--- src/rtl/core/uhv_pkg.sv ---
`timescale 1ns / 1ps
`default_nettype none

package uhv_pkg;

  localparam int unsigned HEADER_BYTES = 64;
  localparam logic [31:0] UIMAGE_MAGIC = 32'h2705_1956;
  localparam logic [31:0] CRC_POLY     = 32'hEDB8_8320;
  localparam logic [31:0] CRC_PRESET   = 32'hFFFF_FFFF;

  typedef enum logic [2:0] {
    VERDICT_OK        = 3'd0,
    VERDICT_TOO_SHORT = 3'd1,
    VERDICT_BAD_MAGIC = 3'd2,
    VERDICT_BAD_HCRC  = 3'd3,
    VERDICT_BAD_DCRC  = 3'd4,
    VERDICT_TOO_BIG   = 3'd5
  } verdict_t;

endpackage

`default_nettype wire

--- src/rtl/core/uhv_crc_byte.sv ---
`timescale 1ns / 1ps
`default_nettype none

module uhv_crc_byte (
  input  wire logic [31:0] crc_in,
  input  wire logic [7:0]  data_in,
  output logic      [31:0] crc_out
);
  import uhv_pkg::*;

  logic [31:0] acc;

  // reflected CRC-32, one bit per step
  always_comb begin
    acc = crc_in ^ {24'd0, data_in};
    for (int k = 0; k < 8; k++) begin
      acc = acc[0] ? ((acc >> 1) ^ CRC_POLY) : (acc >> 1);
    end
    crc_out = acc;
  end

endmodule

`default_nettype wire

--- src/rtl/core/uimage_header_verifier.sv ---
`timescale 1ns / 1ps
`default_nettype none

// Streams a legacy boot image one byte per item and gives one verdict item
// per image, on the byte flagged last: 0 ok, 1 too short, 2 bad magic,
// 3 bad header CRC, 4 bad data CRC, 5 larger than cfg_write_data's limit,
// with the saturating byte count. One byte is taken every cycle. The one
// exception is a last byte: it waits in the input register while the previous
// verdict is held by out_stall. The edge that accepts the last byte loads it
// into the input register; the edge on which it advances writes the byte-wide
// CRC-32 update and checks into the result register and sets out_valid. Write
// the partition limit only while no image is in flight.
module uimage_header_verifier #(
  parameter int unsigned LENGTH_BITS = 28
) (
  input  wire logic                   clk,
  input  wire logic                   rst_n,
  input  wire logic                   in_valid,
  output logic                        in_stall,
  input  wire logic [7:0]             in_image_byte,
  input  wire logic                   in_last_byte,
  output logic                        out_valid,
  input  wire logic                   out_stall,
  output logic [2:0]                  out_verdict,
  output logic [LENGTH_BITS-1:0]      out_image_length,
  input  wire logic                   cfg_write_en,
  input  wire logic [LENGTH_BITS-1:0] cfg_write_data
);
  import uhv_pkg::*;

  localparam logic [LENGTH_BITS-1:0] LEN_MAX = {LENGTH_BITS{1'b1}};
  localparam logic [LENGTH_BITS-1:0] HDR_LEN = LENGTH_BITS'(HEADER_BYTES);

  // input register
  logic                   s1_valid_r;
  logic [7:0]             s1_byte_r;
  logic                   s1_last_r;
  logic                   s1_adv;

  // image state
  logic [LENGTH_BITS-1:0] count_r, count_nxt;
  logic [31:0]            crc_r, crc_nxt;
  logic [31:0]            magic_r, magic_nxt;
  logic [31:0]            hcrc_r, hcrc_nxt;
  logic [31:0]            dcrc_r, dcrc_nxt;
  logic                   hgood_r, hgood_nxt;
  logic [LENGTH_BITS-1:0] limit_r;

  // result register
  logic                   out_valid_r;
  verdict_t               verdict_r, verdict_nxt;
  logic [LENGTH_BITS-1:0] length_r;

  logic                   in_hdr;
  logic [5:0]             hidx;
  logic                   hcrc_pos;
  logic [7:0]             crc_data;
  logic [31:0]            crc_upd;
  logic [LENGTH_BITS-1:0] count_inc;
  logic [31:0]            crc_fin;

  assign s1_adv   = s1_valid_r && !(s1_last_r && out_valid_r && out_stall);
  assign in_stall = s1_valid_r && !s1_adv;

  assign in_hdr   = count_r < HDR_LEN;
  assign hidx     = count_r[5:0];
  assign hcrc_pos = in_hdr && (hidx >= 6'd4) && (hidx < 6'd8);
  assign crc_data = hcrc_pos ? 8'd0 : s1_byte_r;

  uhv_crc_byte u_crc (
    .crc_in  (crc_r),
    .data_in (crc_data),
    .crc_out (crc_upd)
  );

  always_comb begin
    magic_nxt = magic_r;
    hcrc_nxt  = hcrc_r;
    dcrc_nxt  = dcrc_r;
    hgood_nxt = hgood_r;
    crc_nxt   = crc_upd;
    if (in_hdr) begin
      if (hidx < 6'd4) begin
        magic_nxt = {magic_r[23:0], s1_byte_r};
      end else if (hidx < 6'd8) begin
        hcrc_nxt = {hcrc_r[23:0], s1_byte_r};
      end else if ((hidx >= 6'd24) && (hidx < 6'd28)) begin
        dcrc_nxt = {dcrc_r[23:0], s1_byte_r};
      end
      if (hidx == 6'd63) begin
        hgood_nxt = (~crc_upd) == hcrc_r;
        crc_nxt   = CRC_PRESET;
      end
    end
    count_inc = (count_r == LEN_MAX) ? count_r : count_r + LENGTH_BITS'(1);
    count_nxt = count_inc;
    crc_fin   = ~crc_nxt;

    if (count_inc < HDR_LEN) begin
      verdict_nxt = VERDICT_TOO_SHORT;
    end else if (magic_nxt != UIMAGE_MAGIC) begin
      verdict_nxt = VERDICT_BAD_MAGIC;
    end else if (!hgood_nxt) begin
      verdict_nxt = VERDICT_BAD_HCRC;
    end else if (crc_fin != dcrc_nxt) begin
      verdict_nxt = VERDICT_BAD_DCRC;
    end else if (count_inc > limit_r) begin
      verdict_nxt = VERDICT_TOO_BIG;
    end else begin
      verdict_nxt = VERDICT_OK;
    end

    if (s1_last_r) begin
      count_nxt = '0;
      crc_nxt   = CRC_PRESET;
      magic_nxt = '0;
      hcrc_nxt  = '0;
      dcrc_nxt  = '0;
      hgood_nxt = 1'b0;
    end
  end

  always_ff @(posedge clk) begin
    if (!rst_n) begin
      s1_valid_r  <= 1'b0;
      out_valid_r <= 1'b0;
      count_r     <= '0;
      crc_r       <= CRC_PRESET;
      magic_r     <= '0;
      hcrc_r      <= '0;
      dcrc_r      <= '0;
      hgood_r     <= 1'b0;
      limit_r     <= LEN_MAX;
    end else begin
      if (!in_stall) begin
        s1_valid_r <= in_valid;
      end
      if (s1_adv) begin
        count_r <= count_nxt;
        crc_r   <= crc_nxt;
        magic_r <= magic_nxt;
        hcrc_r  <= hcrc_nxt;
        dcrc_r  <= dcrc_nxt;
        hgood_r <= hgood_nxt;
      end
      if (s1_adv && s1_last_r) begin
        out_valid_r <= 1'b1;
      end else if (!out_stall) begin
        out_valid_r <= 1'b0;
      end
      if (cfg_write_en) begin
        limit_r <= cfg_write_data;
      end
    end
  end

  always_ff @(posedge clk) begin
    if (!in_stall && in_valid) begin
      s1_byte_r <= in_image_byte;
      s1_last_r <= in_last_byte;
    end
    if (s1_adv && s1_last_r) begin
      verdict_r <= verdict_nxt;
      length_r  <= count_inc;
    end
  end

  assign out_valid        = out_valid_r;
  assign out_verdict      = verdict_r;
  assign out_image_length = length_r;

endmodule

`default_nettype wire

--- config.mk ---
export PLATFORM = sky130hd
export DESIGN_NAME = uimage_header_verifier
export DESIGN_NICKNAME = d
export VERILOG_FILES = /design/src/rtl/core/uhv_pkg.sv /design/src/rtl/core/uhv_crc_byte.sv /design/src/rtl/core/uimage_header_verifier.sv
export SDC_FILE = /design/constraint.sdc
export NUM_CORES = 1
export LEC_CHECK = 0
export BUFFER_PORTS_ARGS = -buffer_cell sky130_fd_sc_hd__buf_4
export CAP_MARGIN = 20
export CORE_UTILIZATION = 62
export DETAILED_ROUTE_END_ITERATION = 12
export PLACE_DENSITY = 0.84
export SLEW_MARGIN = 20
export SYNTH_ARGS = -nofsm -noshare
export SYNTH_HDL_FRONTEND = slang
export SYNTH_HIERARCHICAL = 1
export SYNTH_SLANG_ARGS = --single-unit
export TNS_END_PERCENT = 50
--- constraint.sdc ---
create_clock -name clk -period 5.8 [get_ports clk]
set_input_delay 0.58 -clock clk [delete_from_list [all_inputs] [get_ports clk]]
set_output_delay 0.58 -clock clk [all_outputs]
set_load 0.02 [all_outputs]
==> flow_metrics.py, run 1 <==
metrics = {
    "run_status": {
        "status": "complete, no violations",
    },
    "logic_synthesis": {
        "synthFlopType": "dfxtp_1",
        "synth-seq-cells": 227,
        "synthAdderAreaFrac": 0.0263,
        "synth_edf_count": 40,
        "yosysWarnings": 6,
        "yosys.area_share.simple": 0.206,
        "ys_types": 74,
        "ys_async_sr_fraction": 0,
        "synth_cells": 1303,
        "muxShareOfSynthArea": 0.0307,
        "synthXorXnorAreaFrac": 0.131,
        "synth_compound_area_frac": 0.161,
        "synth_area_um2": 12400,
        "synth_fp_nets": 1371,
        "synth_top_family_by_area": "simple AND/OR/NAND/NOR gates",
        "synth-seq-area-share": 0.400,
        "syn_avg_cell_area_um2": 9.49,
    },
    "grt": {
        "grt_max_degree": 103,
        "grt_usage": 0.329,
        "use_met2": 0.501,
        "grtUsageMet1": 0.482,
        "grtUsageMet3": 0.0483,
        "grt_antenna_before_repair": 0,
        "gr-total-overflow": 0,
        "grt_pass1_vias": 9318,
        "grt_pass1_wl_um": 51900,
        "busiest_layer": "met2",
    },
    "detailed_routing": {
        "drt-total-wl_um": 33200,
        "viasPerCell": 6.26,
        "ant_nets": 0,
        "drt_drc_violations_left": 0,
        "wire_per_inst_um": 20.6,
        "drt_iter0_markers": 928,
        "firstDrtPassIters": 5,
        "vias": 10100,
    },
    "pwr": {
        "powerDensity_nw_per_um2": 325,
        "ir_drop_v": 0.000339,
        "p_leak_nw": 5.44,
    },
    "setup_path": {
        "cp-start-kind": "flop",
        "reg2reg_to": "out_verdict[2]",
        "crit_arrival_ps": 5470,
        "critPathKind": "flop to flop",
        "cp-startpoint": "count_r[18]",
        "crit_fanout": 15,
        "rr_worst_depth": 17,
        "cp-end-kind": "flop",
        "r2r_slack_ps": 570,
        "cp.required_ps": 6040,
        "r2r-start": "count_r[18]",
    },
    "cts": {
        "cts_buffers": 24,
        "post_cts_buffers": 0,
        "cts.repair.resized": 0,
        "cts_root_buf": "clkbuf_16",
        "insertion_delay_ps": 530,
        "cts.sinks": 227,
        "cts_hold_buf": 0,
        "clk_pin_slew_worst_paths_ps": 60,
        "cts_tree": "yes",
        "htree_levels": 1,
        "cts_max_path_buffers": 3,
    },
    "placed_design": {
        "port_buffers": 74,
        "pre_cts_slack_ps": 735,
        "gp_congestion": 0.976,
        "hpwl_um": 23600,
        "post_dp_cell_area_um2": 13100,
    },
    "floorplan": {
        "floorplan.initialDensity": 0.633,
        "io_pins": 75,
        "die_x_um": 143,
        "die_y_um": 143,
        "coreArea_um2": 19500,
        "rows": 51,
        "dieArea_um2": 20500,
    },
    "timing": {
        "finClkSkew_ps": 21.0,
        "tns_ps": 0,
        "fmax_ghz": 0.191,
        "setup_ws_ps": 573,
        "report.final.slew_viol_count": 0,
        "worstMarginPinSlew_ps": 934,
        "rsz0062_at_grt": "no",
        "min_period_ps": 5230,
        "finalHoldViolations": 0,
        "slew_headroom": 0.376,
        "finalSetupViolations": 0,
        "period_share": 0.901,
    },
    "layout": {
        "diodes": 0,
        "drive_gt1_frac": 0.130,
        "area.growth.synth_to_final_pct": 12.4,
        "finalInstanceArea_um2": 13900,
        "nets": 1400,
        "post-route-util": 0.712,
    },
    "worst_hold_path": {
        "hold_path_depth": 1,
        "hp-class": "input pin to flop",
        "hold_end": "s1_last_r",
        "min_from": "in_last_byte",
    },
    "run": {
        "maxCapViolations": 0,
    },
}
## cells by family after synthesis
family / Yosys count
buffers and inverters: 133
AND/OR/NAND/NOR: 458
flip-flops: 227
XOR/XNOR: 142
adder cells (fa/ha/maj): 26
multiplexers: 37
AO/OA/AOI/OAI: 280
## flip-flops by register name, summed over array words and instances (netlist names)
signal	cells
count_r	28
magic_r	32
s1_last_r	1
out_image_length	28
dcrc_r	32
s1_valid_r	1
hgood_r	1
out_verdict	3
limit_r	28
s1_byte_r	8
crc_r	32
out_valid	1
hcrc_r	32
## cells in the final DEF (no fill, tap or decap), types with 23 or more instances in the layout
cell         n
o21ai_0     25
a21oi_1     27
edfxtp_1    40
ha_1        26
nor2b_1    135
buf_4       95
nor4_1      23
mux2i_1     30
nand4_1     25
xor2_1      35
inv_1       41
nand3_1     41
dfxtp_1    187
a22oi_1    124
xnor2_1     79
nand2_1     92
nor2_1      50
clkbuf_16   25
o211ai_1    52
## report_power, final
group	switching [mW]	internal (mW)	leakage (nW)
registers	0.0377	1.65	1.93
clock network	0.630	0.983	0.413
logic	0.707	0.517	3.10
## through the flow
stage | cells | power (mW) | hold slack [ps]
CTS | 1615 | 4.52 | 201
finish | 1615 | 4.52 | 221
floorplan | 1303 | 2.59 | 445
detailed placement | 1571 | 2.91 | 468
global placement | 1571 | 2.89 | 469
global route | 1615 | 4.68 | 201
## how the worst max path moves through the flow
stage	to	slack [ps]
after CTS	out_verdict[2]	650
after global placement	out_verdict[2]	910
final	out_verdict[2]	570
after global routing	out_verdict[2]	260
after floorplan	out_verdict[2]	1030
after detailed placement	out_verdict[2]	740
## critical path: stages (launching register included)
cell,delay [ps]
dfxtp_1,390
nor4_1,580
and4_1,290
buf_4,210
nand3_1,100
nor2_1,110
buf_4,200
nor2b_1,100
xnor2_2,450
xnor2_1,360
xnor3_1,380
a21oi_1,270
xnor2_1,150
mux2i_1,110
or4_1,540
or3_1,390
nor3_1,170
a311oi_1,130
## Yosys cell counts, types with 8 or more instances
cell      count  share of area
nand4_1      25          0.013
and3_1        8         0.0040
nand3_1      41          0.017
ha_1         26          0.026
nor2_1       52          0.016
edfxtp_1     40          0.097
a21oi_1      27          0.011
xnor2_1      79          0.056
nor4_1       23          0.012
clkbuf_1     57          0.017
inv_1        41          0.012
xor2_1       35          0.025
buf_2        25          0.010
a21o_1        9         0.0055
dfxtp_1     187           0.30
xnor3_1      12          0.022
mux2i_1      30          0.024
o211ai_1     52          0.032
nand2_1      93          0.028
a22oi_1     124          0.075
nor2b_1     136          0.069
nor3_1       22         0.0089
o21ai_0      26          0.011
## final cells by class
cell class | instances | area (µm²)
flip-flops and latches | 227 | 4940
clock inverters | 4 | 81.3
repair buffers | 95 | 713
fillers | 1549 | 5630
inverters | 41 | 154
well taps | 265 | 332
clock buffers | 40 | 762
multi-input cells | 943 | 6910
## metal layers
layer	up-vias	share of wire
met5	-	0
met1	4845	0.45
li1	4751	-
met3	64	0.083
met2	456	0.44
met4	0	0.026
No activity file was read; power rests on OpenSTA's default activity.
==> run 2, diff against run 1 <==
- GPL_TIMING_DRIVEN: not set -> 0
==> flow_metrics.py, run 2 (synthesis gave the netlist of run 1 again) <==
metrics = {
    "run_status": {
        "status": "complete, no violations",
    },
    "floorplan": {
        "io_pins": 75,
        "rows": 51,
        "die_x_um": 143,
        "floorplan.initialDensity": 0.633,
        "die_y_um": 143,
        "coreArea_um2": 19500,
        "dieArea_um2": 20500,
    },
    "cts": {
        "cts_max_path_buffers": 3,
        "cts_root_buf": "clkbuf_16",
        "clk_pin_slew_worst_paths_ps": 60,
        "insertion_delay_ps": 530,
        "cts_buffers": 25,
        "cts.sinks": 227,
        "htree_levels": 1,
        "cts_tree": "yes",
    },
    "timing": {
        "setup_ws_ps": 114,
        "fmax_ghz": 0.176,
        "finClkSkew_ps": 9.09,
        "slew_headroom": 0.271,
        "min_period_ps": 5690,
        "worstMarginPinSlew_ps": 1090,
        "finalHoldViolations": 0,
        "report.final.slew_viol_count": 0,
        "period_share": 0.980,
        "finalSetupViolations": 0,
    },
    "detailed_routing": {
        "wire_per_inst_um": 21.1,
        "vias": 10800,
        "viasPerCell": 6.33,
        "drt_drc_violations_left": 0,
        "firstDrtPassIters": 6,
        "drt-total-wl_um": 35900,
        "ant_nets": 0,
        "drt_iter0_markers": 1123,
    },
    "layout": {
        "final_cell_mix": "dfxtp_1 (187), nor2b_1 (136), a22oi_1 (124)",
        "final_cells": 1698,
        "n_fill_cell": 1550,
        "final_common_cell": "dfxtp_1",
        "post-route-util": 0.730,
        "multi_input_area_um2": 6940,
        "area.growth.synth_to_final_pct": 15.3,
        "drive_gt1_frac": 0.137,
        "diodes": 0,
        "nets": 1483,
        "seq_area_um2": 4940,
    },
    "grt": {
        "gr-total-overflow": 0,
        "grt_max_degree": 32,
        "grt_antenna_before_repair": 0,
        "grt_pass1_vias": 9734,
        "grt_pass1_wl_um": 54100,
        "grt_usage": 0.347,
    },
    "placed_design": {
        "place_inst": 1642,
        "hpwl_um": 26200,
        "gp_congestion": 0.996,
        "pre_cts_slack_ps": -537,
        "port_buffers": 73,
    },
    "run": {
        "maxCapViolations": 0,
    },
    "setup_path": {
        "cp.required_ps": 6040,
        "cp-start-kind": "flop",
        "critPathKind": "flop to flop",
        "crit_arrival_ps": 5920,
        "cp-end-kind": "flop",
        "crit_fanout": 10,
    },
    "worst_hold_path": {
        "hp-class": "input pin to flop",
    },
    "pwr": {
        "ir_drop_v": 0.000264,
        "powerDensity_nw_per_um2": 324,
        "finalPower_mw": 4.62,
        "p_leak_nw": 5.63,
    },
}
run 2: cell count changes in the layout (fill, tap and decap cells not counted), sizes merged:
| cell | change |
|---|---|
| clkbuf | +52 |
| buf | +23 |
| clkinv | +3 |
| clkinvlp | +3 |
| bufinv | +1 |
| inv | +1 |
run 2: through the flow:
step / TNS (ps) / hold WS, ps / area (µm²)
final: 0 / 227 / 14300
after floorplan: 0 / 445 / 12400
after CTS: 0 / 226 / 14100
after global routing: -35.3 / 221 / 14300
after global placement: -426 / 455 / 13200
after detailed placement: -552 / 467 / 13300
run 2: worst paths after layout:
path | slack [ps] | cells after the start | to | startpoint
setup / recovery | 110 | 18 | out_verdict[2] | count_r[18]
hold / removal | 230 | 1 | s1_last_r | in_last_byte
setup reg to reg | 110 | 18 | out_verdict[2] | count_r[18]
hold reg to reg | 490 | 2 | crc_r[25] | crc_r[25]
run 2: final cells by class:
type,instances,area share
Buffer,92,0.0279
Clock buffer,33,0.0481
Clock inverter,12,0.0103
Inverter,41,0.0108
Multi-Input combinational cell,943,0.487
Sequential cell,227,0.347
Tap cell,265,0.0232
Timing Repair Buffer,85,0.0465
run 2: report_power, final:
group          total, mW  switching (mW)  internal, mW
Sequential          1.68          0.0369          1.65
Combinational       1.32           0.774         0.541
Clock               1.62           0.651         0.965
Total               4.62            1.46          3.15
run 2: layer usage:
layer | share of wire | vias to the layer above | global-route usage
met5 | 0 | - | 0
met3 | 0.095 | 90 | 0.0687
met2 | 0.44 | 555 | 0.526
li1 | - | 4933 | -
met1 | 0.44 | 5178 | 0.496
met4 | 0.029 | 0 | 0.111
run 2: what timing repair did:
action | 4_1_cts | 5_1_grt
buffers inserted | 0 | 11
setup endpoints to repair | 3 | 1
gates resized for setup | 5 | 6
pin swaps | 0 | 4
hold buffers | 0 | 0
run 2: critical path, stage by stage (launching register included):
cell	delay [ps]
dfxtp_1	300
buf_2	170
nor4_2	460
and4_1	250
buf_2	170
buf_2	270
nand3_1	160
nor2_4	270
nor2b_1	230
xnor2_4	410
xnor3_2	490
xnor3_1	490
o21ai_0	120
nand3_1	110
xnor2_1	180
or4_1	470
or3_1	360
nor3_1	280
a311oi_1	180
==> run 3, diff against run 2 <==
- CORE_UTILIZATION: 62 -> 45
- PLACE_DENSITY: 0.84 -> 0.65
==> flow_metrics.py, run 3 (synthesis gave the netlist of run 1 again) <==
metrics = {
    "floorplan": {
        "io_pins": 75,
        "floorplan.initialDensity": 0.459,
        "die_y_um": 168,
        "die_x_um": 168,
        "rows": 60,
        "coreArea_um2": 27000,
        "dieArea_um2": 28100,
    },
    "timing": {
        "min_period_ps": 5580,
        "fmax_ghz": 0.179,
        "holdWs_ps": 220,
        "finalSetupViolations": 0,
        "finalHoldViolations": 0,
        "worstMarginPinSlew_ps": 1020,
        "report.final.slew_viol_count": 0,
        "finClkSkew_ps": 17.6,
        "slew_headroom": 0.311,
        "period_share": 0.962,
        "setup_ws_ps": 218,
    },
    "layout": {
        "area.growth.synth_to_final_pct": 16.7,
        "post-route-util": 0.535,
        "diodes": 0,
        "n_fill_cell": 2476,
        "drive_gt1_frac": 0.140,
        "final_cell_mix": "dfxtp_1 (187), nor2b_1 (136), a22oi_1 (124)",
        "nets": 1486,
        "final_common_cell": "dfxtp_1",
    },
    "grt": {
        "grt_pass1_vias": 9850,
        "grt_max_degree": 19,
        "grt_usage": 0.260,
        "gr-total-overflow": 0,
        "grt_pass1_wl_um": 56700,
        "grt_antenna_before_repair": 0,
    },
    "setup_path": {
        "r2r_slack_ps": 220,
        "r2r-start": "count_r[18]",
        "rr_worst_depth": 20,
        "cp-end-kind": "flop",
        "critPathKind": "flop to flop",
        "cp.required_ps": 6040,
        "crit_family": "simple AND/OR/NAND/NOR gates",
        "critPathBufInv": 5,
        "crit_cells": 20,
        "crit_fanout": 10,
        "crit_arrival_ps": 5820,
        "reg2reg_to": "out_verdict[2]",
        "critPathMaxStageDelay_ps": 530,
        "endpoint": "out_verdict[2]",
        "cp-startpoint": "count_r[18]",
        "slowest_stage": "or4_1",
        "cp-start-kind": "flop",
        "cpMostUsedCell": "buf_2",
        "crit_chain": "buf_2, nor4_2, and4_1, buf_2, buf_2, nand3_1, nor2_4, nor2b_1, xnor2_2, buf_4, buf_4, xnor2_1, xnor3_1, a21oi_1, xnor2_1, mux2i_1, or4_1, or3_1, nor3_1, a311oi_1",
    },
    "placed_design": {
        "port_buffers": 73,
        "pre_cts_slack_ps": -531,
        "gp_congestion": 0.920,
        "hpwl_um": 27600,
    },
    "run": {
        "maxCapViolations": 0,
    },
    "cts": {
        "cts_root_buf": "clkbuf_16",
        "insertion_delay_ps": 540,
        "clk_pin_slew_worst_paths_ps": 60,
        "cts.sinks": 227,
        "cts_buffers": 25,
        "cts_hold_buf": 0,
        "cts_max_path_buffers": 3,
        "cts_tree": "yes",
        "htree_levels": 1,
    },
    "detailed_routing": {
        "wire_per_inst_um": 20.7,
        "drt_iter0_markers": 880,
        "viasPerCell": 5.82,
        "drt_drc_violations_left": 0,
        "firstDrtPassIters": 5,
        "drt-total-wl_um": 36800,
        "vias": 10300,
        "ant_nets": 0,
    },
    "pwr": {
        "ir_drop_v": 0.000244,
        "p_switching_mw": 1.47,
        "power_frac_comb": 0.279,
        "p_sw_frac": 0.315,
        "power_frac_seq": 0.361,
        "intPower_mw": 3.21,
        "pwr-share-clk": 0.360,
        "powerDensity_nw_per_um2": 324,
        "finalPower_mw": 4.68,
        "p_leak_nw": 5.69,
    },
    "run_status": {
        "status": "complete, no violations",
    },
    "worst_hold_path": {
        "hp-class": "input pin to flop",
    },
}
## run 3: timing repair
action | CTS | global route
gates resized for setup | 5 | 7
buffers inserted | 0 | 14
pin swaps | 0 | 5
setup endpoints to repair | 4 | 1
## run 3: how the worst min path moves through the flow
stage | cells past startpoint | endpoint | start | slack, ps
floorplan | 2 | crc_r[13] | crc_r[13] | 440
detailed placement | 2 | crc_r[12] | crc_r[12] | 470
global route | 1 | s1_byte_r[2] | in_image_byte[2] | 200
CTS | 1 | s1_byte_r[4] | in_image_byte[4] | 200
global placement | 2 | crc_r[28] | crc_r[28] | 460
finish | 1 | s1_byte_r[2] | in_image_byte[2] | 220
## run 3: power by group through the flow
stage	registers, mW	logic [mW]	clock network [mW]
floorplan	1.71	0.878	0
global placement	1.72	1.24	0
detailed placement	1.72	1.24	0
CTS	1.68	1.25	1.71
global route	1.69	1.38	1.77
finish	1.69	1.31	1.68
## run 3: layout make-up
class	count	area, µm²	area share
flip-flops and latches	227	4940	0.343
well taps	341	427	0.0296
clock inverters	13	166	0.0115
inverters	41	154	0.0107
repair buffers	88	681	0.0472
plain buffers	92	398	0.0276
clock buffers	33	696	0.0482
multi-input cells	943	6960	0.483
## run 3: worst reg2reg max path, delay by kind of cell (launching register included)
family / cells / cell delay [ps]
AOI/OAI and AO/OA: 2 / 430
xor gates and xnor gates: 4 / 1190
buffers and inverters: 5 / 960
DFF: 1 / 290
muxes: 1 / 90
and+or+nand+nor: 8 / 2330
## run 3: per-stage QoR
step | cell area [µm²] | TNS (ps) | std cells
global route | 14400 | -12.8 | 1778
floorplan | 12400 | 0 | 1303
detailed placement | 13400 | -1230 | 1718
finish | 14400 | 0 | 1778
global placement | 13300 | -995 | 1717
CTS | 14300 | 0 | 1764
## run 3: routing by layer
| layer | track usage | up-vias | wire length, µm |
|---|---|---|---|
| li1 | - | 4936 | - |
| met3 | 0.0447 | 61 | 2830 |
| met4 | 0.0706 | 0 | 910 |
| met2 | 0.380 | 369 | 15500 |
| met1 | 0.391 | 4977 | 17600 |
| met5 | 0 | - | 0 |
